File: src/sv/spl_pkg.sv
// ----------------------------------------------------------------------------
// spl_pkg
// Shared types and constants of the servo pulse limiter: channel words,
// configuration bundle, per-channel timer state and register map codes.
// ----------------------------------------------------------------------------
package spl_pkg;

	// Pulse timer width in bits; the timer counts timebase ticks.
	localparam int COUNT_BITS = 8;
	// Measured widths must hold a full-scale width of 8 bits and one more count.
	localparam int MEAS_BITS  = ((COUNT_BITS > 8) ? COUNT_BITS : 8) + 1;

	// Configuration port.
	localparam int ADDR_BITS = 5;
	localparam int DATA_BITS = 32;

	localparam logic [2:0] REG_OUTPUT_ENABLE    = 3'd0;
	localparam logic [2:0] REG_MIN_LIMIT_INIT   = 3'd1;
	localparam logic [2:0] REG_MAX_LIMIT_INIT   = 3'd2;
	localparam logic [2:0] REG_FULL_SCALE_WIDTH = 3'd3;
	localparam logic [2:0] REG_SAVE_THRESHOLD   = 3'd4;

	// Reset values of the registers.
	localparam logic [7:0] MIN_LIMIT_RESET   = 8'd125;
	localparam logic [7:0] MAX_LIMIT_RESET   = 8'd250;
	localparam logic [7:0] FULL_SCALE_RESET  = 8'd250;
	localparam logic [7:0] SAVE_THRESH_RESET = 8'd50;
	localparam logic [MEAS_BITS-1:0] MEAS_RESET =
		MEAS_BITS'(FULL_SCALE_RESET) + MEAS_BITS'(1);

	typedef struct packed {
		logic in_one_level;
		logic in_two_level;
	} in_word_t;

	typedef struct packed {
		logic       out_one_level;
		logic       out_two_level;
		logic [7:0] lower_limit;
		logic [7:0] upper_limit;
		logic       limit_changed;
		logic       save_ready;
		logic       source_is_two;
	} out_word_t;

	typedef struct packed {
		logic       output_enable;
		logic [7:0] full_scale_width;
		logic [7:0] save_threshold;
	} cfg_t;

	// A register write that also reloads a learned limit.
	typedef struct packed {
		logic       load_lower;
		logic       load_upper;
		logic [7:0] value;
	} lim_wr_t;

	typedef struct packed {
		logic                  active;
		logic                  running;
		logic [COUNT_BITS-1:0] tick;
		logic [MEAS_BITS-1:0]  measured;
		logic [7:0]            compare;
		logic                  level;
	} chan_state_t;

endpackage

File: src/sv/spl_apb.sv
// ----------------------------------------------------------------------------
// spl_apb
// Configuration register file behind a simple APB-style slave port.
// ----------------------------------------------------------------------------
module spl_apb (
	input  logic                          clk,
	input  logic                          arst_n,
	input  logic                          psel,
	input  logic                          penable,
	input  logic                          pwrite,
	input  logic [spl_pkg::ADDR_BITS-1:0] paddr,
	input  logic [spl_pkg::DATA_BITS-1:0] pwdata,
	output logic [spl_pkg::DATA_BITS-1:0] prdata,
	output logic                          pready,
	output spl_pkg::cfg_t                 cfg,
	output spl_pkg::lim_wr_t              lim_wr
);

	logic       enable_q;
	logic [7:0] min_init_q;
	logic [7:0] max_init_q;
	logic [7:0] full_scale_q;
	logic [7:0] threshold_q;
	logic [2:0] reg_index;
	logic       wr_en;

	assign pready    = 1'b1;
	assign reg_index = paddr[4:2];
	assign wr_en     = psel && penable && pwrite;

	always_ff @(posedge clk or negedge arst_n) begin
		if (!arst_n) begin
			enable_q     <= 1'b0;
			min_init_q   <= spl_pkg::MIN_LIMIT_RESET;
			max_init_q   <= spl_pkg::MAX_LIMIT_RESET;
			full_scale_q <= spl_pkg::FULL_SCALE_RESET;
			threshold_q  <= spl_pkg::SAVE_THRESH_RESET;
		end else if (wr_en) begin
			unique case (reg_index)
				spl_pkg::REG_OUTPUT_ENABLE:    enable_q     <= pwdata[0];
				spl_pkg::REG_MIN_LIMIT_INIT:   min_init_q   <= pwdata[7:0];
				spl_pkg::REG_MAX_LIMIT_INIT:   max_init_q   <= pwdata[7:0];
				spl_pkg::REG_FULL_SCALE_WIDTH: full_scale_q <= pwdata[7:0];
				spl_pkg::REG_SAVE_THRESHOLD:   threshold_q  <= pwdata[7:0];
				default: ;
			endcase
		end
	end

	always_comb begin
		unique case (reg_index)
			spl_pkg::REG_OUTPUT_ENABLE:    prdata = spl_pkg::DATA_BITS'(enable_q);
			spl_pkg::REG_MIN_LIMIT_INIT:   prdata = spl_pkg::DATA_BITS'(min_init_q);
			spl_pkg::REG_MAX_LIMIT_INIT:   prdata = spl_pkg::DATA_BITS'(max_init_q);
			spl_pkg::REG_FULL_SCALE_WIDTH: prdata = spl_pkg::DATA_BITS'(full_scale_q);
			spl_pkg::REG_SAVE_THRESHOLD:   prdata = spl_pkg::DATA_BITS'(threshold_q);
			default:                       prdata = '0;
		endcase
	end

	// Writing an initial limit also reloads the learned limit in the core.
	assign lim_wr.load_lower = wr_en && (reg_index == spl_pkg::REG_MIN_LIMIT_INIT);
	assign lim_wr.load_upper = wr_en && (reg_index == spl_pkg::REG_MAX_LIMIT_INIT);
	assign lim_wr.value      = pwdata[7:0];

	assign cfg.output_enable    = enable_q;
	assign cfg.full_scale_width = full_scale_q;
	assign cfg.save_threshold   = threshold_q;

endmodule

File: src/sv/spl_chan.sv
// ----------------------------------------------------------------------------
// spl_chan
// Next-state logic of one pulse channel for one tick: timer advance, wrap,
// output match, then rising or falling edge of the sampled input.
// ----------------------------------------------------------------------------
module spl_chan (
	input  spl_pkg::chan_state_t          cur,
	input  logic                          level,
	input  spl_pkg::cfg_t                 cfg,
	input  logic [7:0]                    lower,
	input  logic [7:0]                    upper,
	input  logic                          use_own,
	input  logic [spl_pkg::MEAS_BITS-1:0] other_width,
	output spl_pkg::chan_state_t          nxt,
	output logic                          fall
);

	logic [spl_pkg::MEAS_BITS-1:0] ref_width;

	// Upper limit first, then lower, so inverted limits yield the lower one.
	function automatic logic [7:0] clamp_width(input logic [spl_pkg::MEAS_BITS-1:0] w,
	                                           input logic [7:0] lo,
	                                           input logic [7:0] hi);
		logic [31:0] v;
		v = 32'(w);
		if (v > 32'(hi))
			v = 32'(hi);
		if (v < 32'(lo))
			v = 32'(lo);
		return v[7:0];
	endfunction

	always_comb begin
		nxt  = cur;
		fall = 1'b0;

		if (cur.running) begin
			nxt.tick = cur.tick + 1'b1;
			if (cur.tick == '1) begin
				if (cur.active)
					nxt.measured = spl_pkg::MEAS_BITS'(cfg.full_scale_width);
				nxt.active  = 1'b0;
				nxt.level   = 1'b0;
				nxt.running = 1'b0;
			end else if (32'(nxt.tick) == 32'(cur.compare)) begin
				nxt.level = 1'b0;
			end
		end

		ref_width = use_own ? nxt.measured : other_width;

		if (!nxt.active) begin
			if (level) begin
				nxt.active  = 1'b1;
				nxt.compare = clamp_width(ref_width, lower, upper);
				nxt.tick    = '0;
				nxt.running = 1'b1;
				if (cfg.output_enable)
					nxt.level = 1'b1;
			end
		end else if (!level) begin
			nxt.active   = 1'b0;
			nxt.measured = spl_pkg::MEAS_BITS'(nxt.tick);
			fall         = 1'b1;
		end
	end

endmodule

File: src/sv/spl_core.sv
// ----------------------------------------------------------------------------
// spl_core
// Channel state, learned limits and save tracking, updated once per tick.
// ----------------------------------------------------------------------------
module spl_core (
	input  logic                 clk,
	input  logic                 arst_n,
	input  logic                 step,
	input  spl_pkg::in_word_t    in_s1,
	input  spl_pkg::cfg_t        cfg,
	input  spl_pkg::lim_wr_t     lim_wr,
	output spl_pkg::out_word_t   result
);

	spl_pkg::chan_state_t one_q, two_q, one_nx, two_nx;
	logic       one_fall, two_fall;
	logic [7:0] lower_q, upper_q, lower_nx, upper_nx;
	logic [7:0] stable_q, stable_nx;
	logic       changed_q, changed_nx;
	logic       seen_two_q, seen_two_nx;
	logic [7:0] learn_w;

	function automatic logic [7:0] sat8(input logic [spl_pkg::MEAS_BITS-1:0] w);
		logic [31:0] v;
		v = 32'(w);
		return (v > 32'd255) ? 8'hFF : v[7:0];
	endfunction

	// Channel one runs first and sees the old state of channel two.
	spl_chan u_chan_one (
		.cur         (one_q),
		.level       (in_s1.in_one_level),
		.cfg         (cfg),
		.lower       (lower_q),
		.upper       (upper_q),
		.use_own     (!seen_two_q),
		.other_width (two_q.measured),
		.nxt         (one_nx),
		.fall        (one_fall)
	);

	// Channel two sees channel one as already updated for this tick.
	spl_chan u_chan_two (
		.cur         (two_q),
		.level       (in_s1.in_two_level),
		.cfg         (cfg),
		.lower       (lower_q),
		.upper       (upper_q),
		.use_own     (seen_two_q),
		.other_width (one_nx.measured),
		.nxt         (two_nx),
		.fall        (two_fall)
	);

	assign learn_w = sat8(two_nx.measured);

	always_comb begin
		lower_nx    = lower_q;
		upper_nx    = upper_q;
		stable_nx   = stable_q;
		changed_nx  = changed_q;
		seen_two_nx = seen_two_q || two_fall;
		if (two_fall && cfg.output_enable) begin
			priority if (learn_w < lower_q) begin
				lower_nx   = learn_w;
				changed_nx = 1'b1;
				stable_nx  = '0;
			end else if (learn_w > upper_q) begin
				upper_nx   = learn_w;
				changed_nx = 1'b1;
				stable_nx  = '0;
			end else if (stable_q < cfg.save_threshold) begin
				stable_nx = stable_q + 8'd1;
			end
		end
	end

	always_ff @(posedge clk or negedge arst_n) begin
		if (!arst_n) begin
			one_q      <= '{active: 1'b0, running: 1'b0, tick: '0,
			                measured: spl_pkg::MEAS_RESET, compare: '0, level: 1'b0};
			two_q      <= '{active: 1'b0, running: 1'b0, tick: '0,
			                measured: spl_pkg::MEAS_RESET, compare: '0, level: 1'b0};
			lower_q    <= spl_pkg::MIN_LIMIT_RESET;
			upper_q    <= spl_pkg::MAX_LIMIT_RESET;
			stable_q   <= '0;
			changed_q  <= 1'b0;
			seen_two_q <= 1'b0;
		end else begin
			if (step) begin
				one_q      <= one_nx;
				two_q      <= two_nx;
				stable_q   <= stable_nx;
				changed_q  <= changed_nx;
				seen_two_q <= seen_two_nx;
			end
			if (lim_wr.load_lower)
				lower_q <= lim_wr.value;
			else if (step)
				lower_q <= lower_nx;
			if (lim_wr.load_upper)
				upper_q <= lim_wr.value;
			else if (step)
				upper_q <= upper_nx;
		end
	end

	assign result.out_one_level = one_nx.level;
	assign result.out_two_level = two_nx.level;
	assign result.lower_limit   = lower_nx;
	assign result.upper_limit   = upper_nx;
	assign result.limit_changed = changed_nx;
	assign result.save_ready    = (stable_nx >= cfg.save_threshold);
	assign result.source_is_two = seen_two_nx;

	a_changed_sticky: assert property (@(posedge clk) disable iff (!arst_n)
		changed_q |=> changed_q)
		else $error("limit change flag dropped");

	a_seen_two_sticky: assert property (@(posedge clk) disable iff (!arst_n)
		seen_two_q |=> seen_two_q)
		else $error("source select fell back to channel one");

	a_limits_hold: assert property (@(posedge clk) disable iff (!arst_n)
		(!step && !lim_wr.load_lower && !lim_wr.load_upper)
		|=> ($stable(lower_q) && $stable(upper_q)))
		else $error("limits moved without a tick or a register write");

endmodule

File: src/sv/servo_pulse_limiter.sv
// ----------------------------------------------------------------------------
// servo_pulse_limiter
// Two-channel RC servo pulse regenerator that clamps pulse widths to limits
// learned from channel two.
// ----------------------------------------------------------------------------
// Usage: every word on the input channel is one timebase tick carrying the
// sampled levels of both pulse inputs. For each accepted word the block
// returns exactly one word on the output channel: both regenerated output
// levels, the current lower and upper limits, the sticky limit-changed flag,
// the save-ready indication and the source select.
// A word is registered on acceptance, the result is computed from it
// combinationally and held in the output register when the stage advances,
// and one word per cycle is accepted back to back while the receiver keeps
// taking words; the per-tick timer, edge and clamp logic sits in a single
// stage between those two registers.
// When the receiver stalls, the finished word waits in the output register
// and one more word can be taken into the input register; after that the
// input channel deasserts ready until the output word is taken.
// Reset clears both channels to idle with stopped timers, loads the limits
// from the initial-limit register defaults and clears the change flag, the
// stable counter and the source select. Configuration goes through the APB
// port; writing an initial limit also reloads the learned limit. Writes are
// to be made while no word is in flight, which the block does not enforce.
// ----------------------------------------------------------------------------
module servo_pulse_limiter (
	input  logic                          clk,
	input  logic                          arst_n,
	input  logic                          in_valid,
	output logic                          in_ready,
	input  spl_pkg::in_word_t             in_word,
	output logic                          out_valid,
	input  logic                          out_ready,
	output spl_pkg::out_word_t            out_word,
	input  logic                          psel,
	input  logic                          penable,
	input  logic                          pwrite,
	input  logic [spl_pkg::ADDR_BITS-1:0] paddr,
	input  logic [spl_pkg::DATA_BITS-1:0] pwdata,
	output logic [spl_pkg::DATA_BITS-1:0] prdata,
	output logic                          pready
);

	spl_pkg::in_word_t  in_s1;
	logic               valid_s1;
	spl_pkg::out_word_t out_word_q;
	logic               out_valid_q;
	spl_pkg::out_word_t result;
	spl_pkg::cfg_t      cfg;
	spl_pkg::lim_wr_t   lim_wr;
	logic               step;
	logic               in_accept;

	// The stage advances whenever it holds a word and the output register is
	// free or being emptied in the same cycle.
	assign step      = valid_s1 && (!out_valid_q || out_ready);
	assign in_ready  = !valid_s1 || step;
	assign in_accept = in_valid && in_ready;

	spl_apb u_apb (
		.clk     (clk),
		.arst_n  (arst_n),
		.psel    (psel),
		.penable (penable),
		.pwrite  (pwrite),
		.paddr   (paddr),
		.pwdata  (pwdata),
		.prdata  (prdata),
		.pready  (pready),
		.cfg     (cfg),
		.lim_wr  (lim_wr)
	);

	spl_core u_core (
		.clk    (clk),
		.arst_n (arst_n),
		.step   (step),
		.in_s1  (in_s1),
		.cfg    (cfg),
		.lim_wr (lim_wr),
		.result (result)
	);

	always_ff @(posedge clk or negedge arst_n) begin
		if (!arst_n) begin
			valid_s1    <= 1'b0;
			out_valid_q <= 1'b0;
		end else begin
			if (in_accept)
				valid_s1 <= 1'b1;
			else if (step)
				valid_s1 <= 1'b0;
			if (step)
				out_valid_q <= 1'b1;
			else if (out_ready)
				out_valid_q <= 1'b0;
		end
	end

	// Payload registers need no reset.
	always_ff @(posedge clk) begin
		if (in_accept)
			in_s1 <= in_word;
		if (step)
			out_word_q <= result;
	end

	assign out_valid = out_valid_q;
	assign out_word  = out_word_q;

	a_accept_fills_stage: assert property (@(posedge clk) disable iff (!arst_n)
		in_accept |=> valid_s1)
		else $error("accepted word did not reach the input register");

endmodule

File: config.mk
export PLATFORM = sky130hd
export DESIGN_NAME = servo_pulse_limiter
export DESIGN_NICKNAME = d
export VERILOG_FILES = /design/src/sv/spl_pkg.sv /design/src/sv/spl_apb.sv /design/src/sv/spl_chan.sv /design/src/sv/spl_core.sv /design/src/sv/servo_pulse_limiter.sv
export SDC_FILE = /design/constraint.sdc
export NUM_CORES = 1
export LEC_CHECK = 0
export ABC_CLOCK_PERIOD_IN_PS = 7400
export BUFFER_PORTS_ARGS = -buffer_cell sky130_fd_sc_hd__buf_2
export CAP_MARGIN = 40
export CORE_UTILIZATION = 40
export CTS_BUF_LIST = sky130_fd_sc_hd__clkbuf_16
export DETAILED_ROUTE_END_ITERATION = 8
export GPL_TIMING_DRIVEN = 0
export HOLD_SLACK_MARGIN = 0.03
export MAX_ROUTING_LAYER = met4
export PLACE_DENSITY_LB_ADDON = 0.25
export SYNTH_ARGS = -nofsm -noshare
export SYNTH_HDL_FRONTEND = slang
export SYNTH_HIERARCHICAL = 1
export SYNTH_SLANG_ARGS = --single-unit
export TNS_END_PERCENT = 30
File: constraint.sdc
create_clock -name clk -period 7.4 [get_ports clk]
set_input_delay 1.48 -clock clk [delete_from_list [all_inputs] [get_ports clk]]
set_output_delay 1.48 -clock clk [all_outputs]
set_load 0.01 [all_outputs]
# Word level (Yosys, flattened, before mapping)
# Cells that the tools add are included.
# totals
register_bits	140
latchBits	0
ram_bits	0
romBits	0
inputBits	46
out_inout_bits	56
wordCells	145
n_memories	0
# op_classes
n_addsub	3
n_mul	0
div	0
n_lt_le_gt_ge	9
n_eq_ne	8
shifts	0
n_mux	66
n_bitwise	2
n_reduce_logical	24
# ops
cell	count
2-to-1 mux 32 bit	4
2-to-1 mux 8 bit	16
2-to-1 mux 9 bit	14
less-than comparator 32 x 8 -> 1 bit	2
one-hot mux 8 bit (5 select lines)	1
2-to-1 mux 19 bit	2
2-to-1 mux 1 bit	25
adder 8 x 1 -> 8 bit (second input constant)	3
2-to-1 mux 10 bit	2
greater-than comparator 9 x 8 -> 1 bit	2
== test 8 bit	2
== test 8 bit (second input constant)	2
less-than comparator 8 bit	2
AND reduction 2 bit	5
greater-than comparator 9 x 8 -> 1 bit (second input constant)	1
greater-or-equal comparator 8 bit	1
greater-than comparator 8 bit	1
nonzero test 2 bit	4
logical AND 1 bit	7
== test 3 x 2 -> 1 bit (second input constant)	2
AND reduction 3 bit	2
2-to-1 mux 2 bit	2
== test 3 x 1 -> 1 bit (second input constant)	1
== test 3 bit (second input constant)	1
other kinds (4)	8

# Logic depth before layout (Yosys ltp)
# depth
word_depth	13
ltp_mapped	24
mapped_depth_nobuf	23

# Hierarchy
# Netlist, hierarchy kept.
# by_module_without_submodules
mod	instances	cells_per_inst	area_each_um2	seq_area_each_um2
spl_core	1	414	4558.1	2084.5
spl_apb	1	146	1851.8	852.1
spl_chan (u_core.u_chan_two)	1	229	1562.7	0.0
spl_chan (u_core.u_chan_one)	1	221	1486.4	0.0
servo_pulse_limiter	1	31	794.5	740.7

# Least setup slack after synthesis
# OpenSTA, ideal clock, no wires.
# synth_timing
kind	reg-to-reg
from	reg u_core/one_q[18] in the netlist's numbering
to	reg u_core/two_q[6] in the netlist's numbering
setup_time_ps	125
arrival_time_ps	5169
t_required_ps	7275
path_slack_ps	2106
path_stages_with_launch	24
n_path_buf	1
synth_period_minus_slack_ps	5294
path_cell_list	dfrtp_1 ha_1 nand4_1 o21ai_0 or2_2 clkbuf_1 mux2i_1 nor2_1 a21oi_1 ha_1 a211oi_1 nor2_1 nor4_2 o221ai_2 o2bb2ai_1 ha_1 a211o_1 a41oi_1 nand4b_1 a31oi_1 a31oi_4 mux2i_1 o21ai_1 mux2_2
# synth_lines
element	line_no	text
start: declaration	spl_core.sv:15	spl_pkg::chan_state_t one_q, two_q, one_nx, two_nx;
start signal: assignment	spl_core.sv:80	one_q <= '{active: 1'b0, running: 1'b0, tick: '0,
start signal: assignment	spl_core.sv:91	one_q <= one_nx;
end signal: assignment	spl_core.sv:82	two_q <= '{active: 1'b0, running: 1'b0, tick: '0,
end signal: assignment	spl_core.sv:92	two_q <= two_nx;
end: declaration	spl_core.sv:15	

==> metrics.cfg <==
[critical_path]
ff2ff_setup_slack_ns=0.70
arrival_ns=7.02
critPathLaunchType=flip-flop
required_ns=7.72
r2r-start=u_core/one_q[18]
cp_common_cell=ha_1
worst-setup-path-type=reg2reg
slowest_stage=mux2i_1
cp-end-kind=flip-flop
worstPathCellList=ha_1, nand4_1, o21ai_0, or2_2, clkbuf_1, mux2i_1, nor2_1, a21oi_1, ha_1, a211oi_1, nor2_1, nor4_2, o21ai_1, o2bb2ai_1, ha_1, a211o_1, a41oi_1, nand4b_1, a31oi_1, a31oi_4, mux2i_1, o21ai_1, mux2_2
worstPathMaxFanout=8
reg2regPathDepth=23
regToRegEndpoint=u_core/two_q[7]
cpPeakStageDelay_ns=0.50

[timing]
tightest_slew_ns=0.880
setup_viol=0
post-route-min-period_ns=6.70
rsz0062_at_grt=no
slew_violations=0
setup_tns_ns=0
final.setup.worst_slack_ns=0.699
slew_headroom=0.410
skew_ns=0.0115
fin_crit_sh=0.906
hold_viol=0
fmax_mhz=149

[cells_and_area]
area_growth_pct=13.4
drive_above_1_share=0.271
fillerInstances=2419
nNetsFinal=1242
diodes=0
stdcell_area_um2=11600
final_cells=1476

[placement]
port_buffers=49
gp_congestion=0.882
dp_cells=1444
place_hpwl_um=20500
pre_cts_ws_ns=0.767
placed_area_um2=11000

[yosys]
synth_area_leaders=dfrtp_1 (17%), dfstp_2 (12%), mux2_2 (9.7%), mux2i_1 (8.1%), ha_1 (7.7%)
synth_most_common_cell=mux2_2
synth_cell_types=85
syn_area_um2=10300
synth_common_cells=mux2_2 (88), mux2i_1 (83), nor2_1 (80)
yosysSeqAreaShare=0.359
avgSynthCellArea_um2=9.85
yosysWarnings=6
synth_flop_cell=dfrtp_1
synth_top_cell_by_area=dfrtp_1
yosysTopAreaCellShare=0.171
synthArstFlopShare=0.836
syn_inst=1041
synth-edff-count=23
synth_seq_cells=140

[floorplan]
die_w_um=162
start_util=0.407
die_area_um2=26300
core_area_um2=25200
num_io_pins=102
rows=58
die_h_um=162

[outcome]
status=complete, no violations

[global_route]
grt_util_met3=0.0380
grt_pass1_vias=7493
grt_use_met2=0.321
grt_pass1_wl_um=42300
grt_usage=0.218
grt.overflow.total=0
grt_max_degree=67
met1_usage=0.305
grt-busiest-layer=met2
antenna_found_initial=0

[cts]
clk_latency_ns=0.43
htreeDepth=4
cts_max_path_buffers=2
clk_pin_slew_worst_paths_ns=0.07
cts-buffers-inserted=17
hold_buffers=0
post_cts_buffers=0
cts_sinks=140
cts_resized=0
cts_tree=built
cts_root_buf=clkbuf_16

[routing]
ant_nets=0
drc=0
drt_iter0_markers=548
vias_per_cell=5.37
routedWlPerCell_um=18.2
vias=7920
totalWireLength_um=26900
firstDrtPassIters=5

[pwr]
ir_worst_vdd_mv=0.151
p_per_area_nw_per_um2=324
total_power_w=0.00377
p_leak_nw=5.37

[min_path]
whs_endpoint=u_core/changed_q
hold_path_depth=1
hp-class=reg2reg
worst_hold_startpoint=u_core/changed_q

[run]
max_cap_viol_count=0

cell usage in the layout, fill, tap and decap left out, types with 25 or more instances in the layout:
cell type  count
buf_2         62
inv_1         78
ha_1          63
a21oi_1       53
buf_4         41
o21ai_0       30
xor2_1        32
mux2_2        88
dfstp_2       47
nor2_1        80
mux2i_1       83
conb_1        25
dfrtp_1       70
nand2_1       65
area by class of cell:
cell class                 count  area (µm²)  share of cell area
multi-input combinational    762        5850               0.503
sequential                   140        3680               0.316
buffer                        83         514              0.0442
clock buffer                  20         500              0.0430
tap                          330         413              0.0355
inverter                      79         297              0.0255
timing repair buffer          50         279              0.0240
clock inverter                12        95.1             0.00818
cells by family after synthesis:
logic type | share of synthesized area
xor gates and xnor gates | 0.0419
and+or+nand+nor | 0.139
other | 0.000732
AOI/OAI and AO/OA | 0.124
muxes | 0.180
buffers and inverters | 0.0791
adders and majority gates | 0.0769
DFF | 0.359
per-layer routing:
| layer | wire length [µm] | vias to the layer above |
|---|---|---|
| met5 | 0 | - |
| met4 | 640 | 0 |
| met3 | 1290 | 38 |
| met2 | 12000 | 230 |
| met1 | 13000 | 3806 |
| li1 | - | 3846 |
state kept, by name, summed over array words and instances (netlist names):
signal,count
u_apb/min_init_q,8
u_apb/enable_q,1
in_s1,2
u_core/one_q,28
out_word,21
u_core/seen_two_q,1
u_core/two_q,28
u_core/changed_q,1
u_core/upper_q,8
u_core/lower_q,8
u_apb/max_init_q,8
u_apb/threshold_q,8
u_apb/full_scale_q,8
out_valid,1
valid_s1,1
u_core/stable_q,8
how the worst max path moves through the flow:
| stage | startpoint | end | slack (ns) | depth (start not counted) |
|---|---|---|---|---|
| 2_1_floorplan | u_core/one_q[18] | u_core/two_q[6] | 2.11 | 23 |
| 3_3_place_gp | u_core/one_q[18] | u_core/two_q[7] | 0.82 | 23 |
| 3_5_place_dp | u_core/one_q[18] | u_core/two_q[7] | 0.77 | 23 |
| 4_1_cts | u_core/one_q[18] | u_core/two_q[7] | 0.75 | 23 |
| 5_1_grt | u_core/one_q[18] | u_core/two_q[7] | 0.27 | 23 |
| 6_report | u_core/one_q[18] | u_core/two_q[7] | 0.70 | 23 |
stage by stage:
step | hold slack [ns] | util
2_1_floorplan | 0.425 | -
3_3_place_gp | 0.441 | 0.437
3_5_place_dp | 0.447 | 0.438
4_1_cts | 0.462 | 0.462
5_1_grt | 0.490 | 0.462
6_report | 0.453 | 0.462
power by group:
group | total, W | leakage, nW | internal [W] | switching, W
registers | 0.00124 | 1.61 | 0.00102 | 0.000224
clock network | 0.000858 | 0.292 | 0.000496 | 0.000362
logic | 0.00167 | 3.47 | 0.000735 | 0.000933
worst max-delay path: cells and delay by family, from the launching register on:
kind | cells | cell delay, ns
and+or+nand+nor | 6 | 1.25
adders and majority gates | 3 | 0.88
buffers and inverters | 1 | 0.44
DFF | 1 | 0.47
muxes | 3 | 1.06
AOI/OAI and AO/OA | 10 | 2.47
No activity file was read; power rests on OpenSTA's default activity.
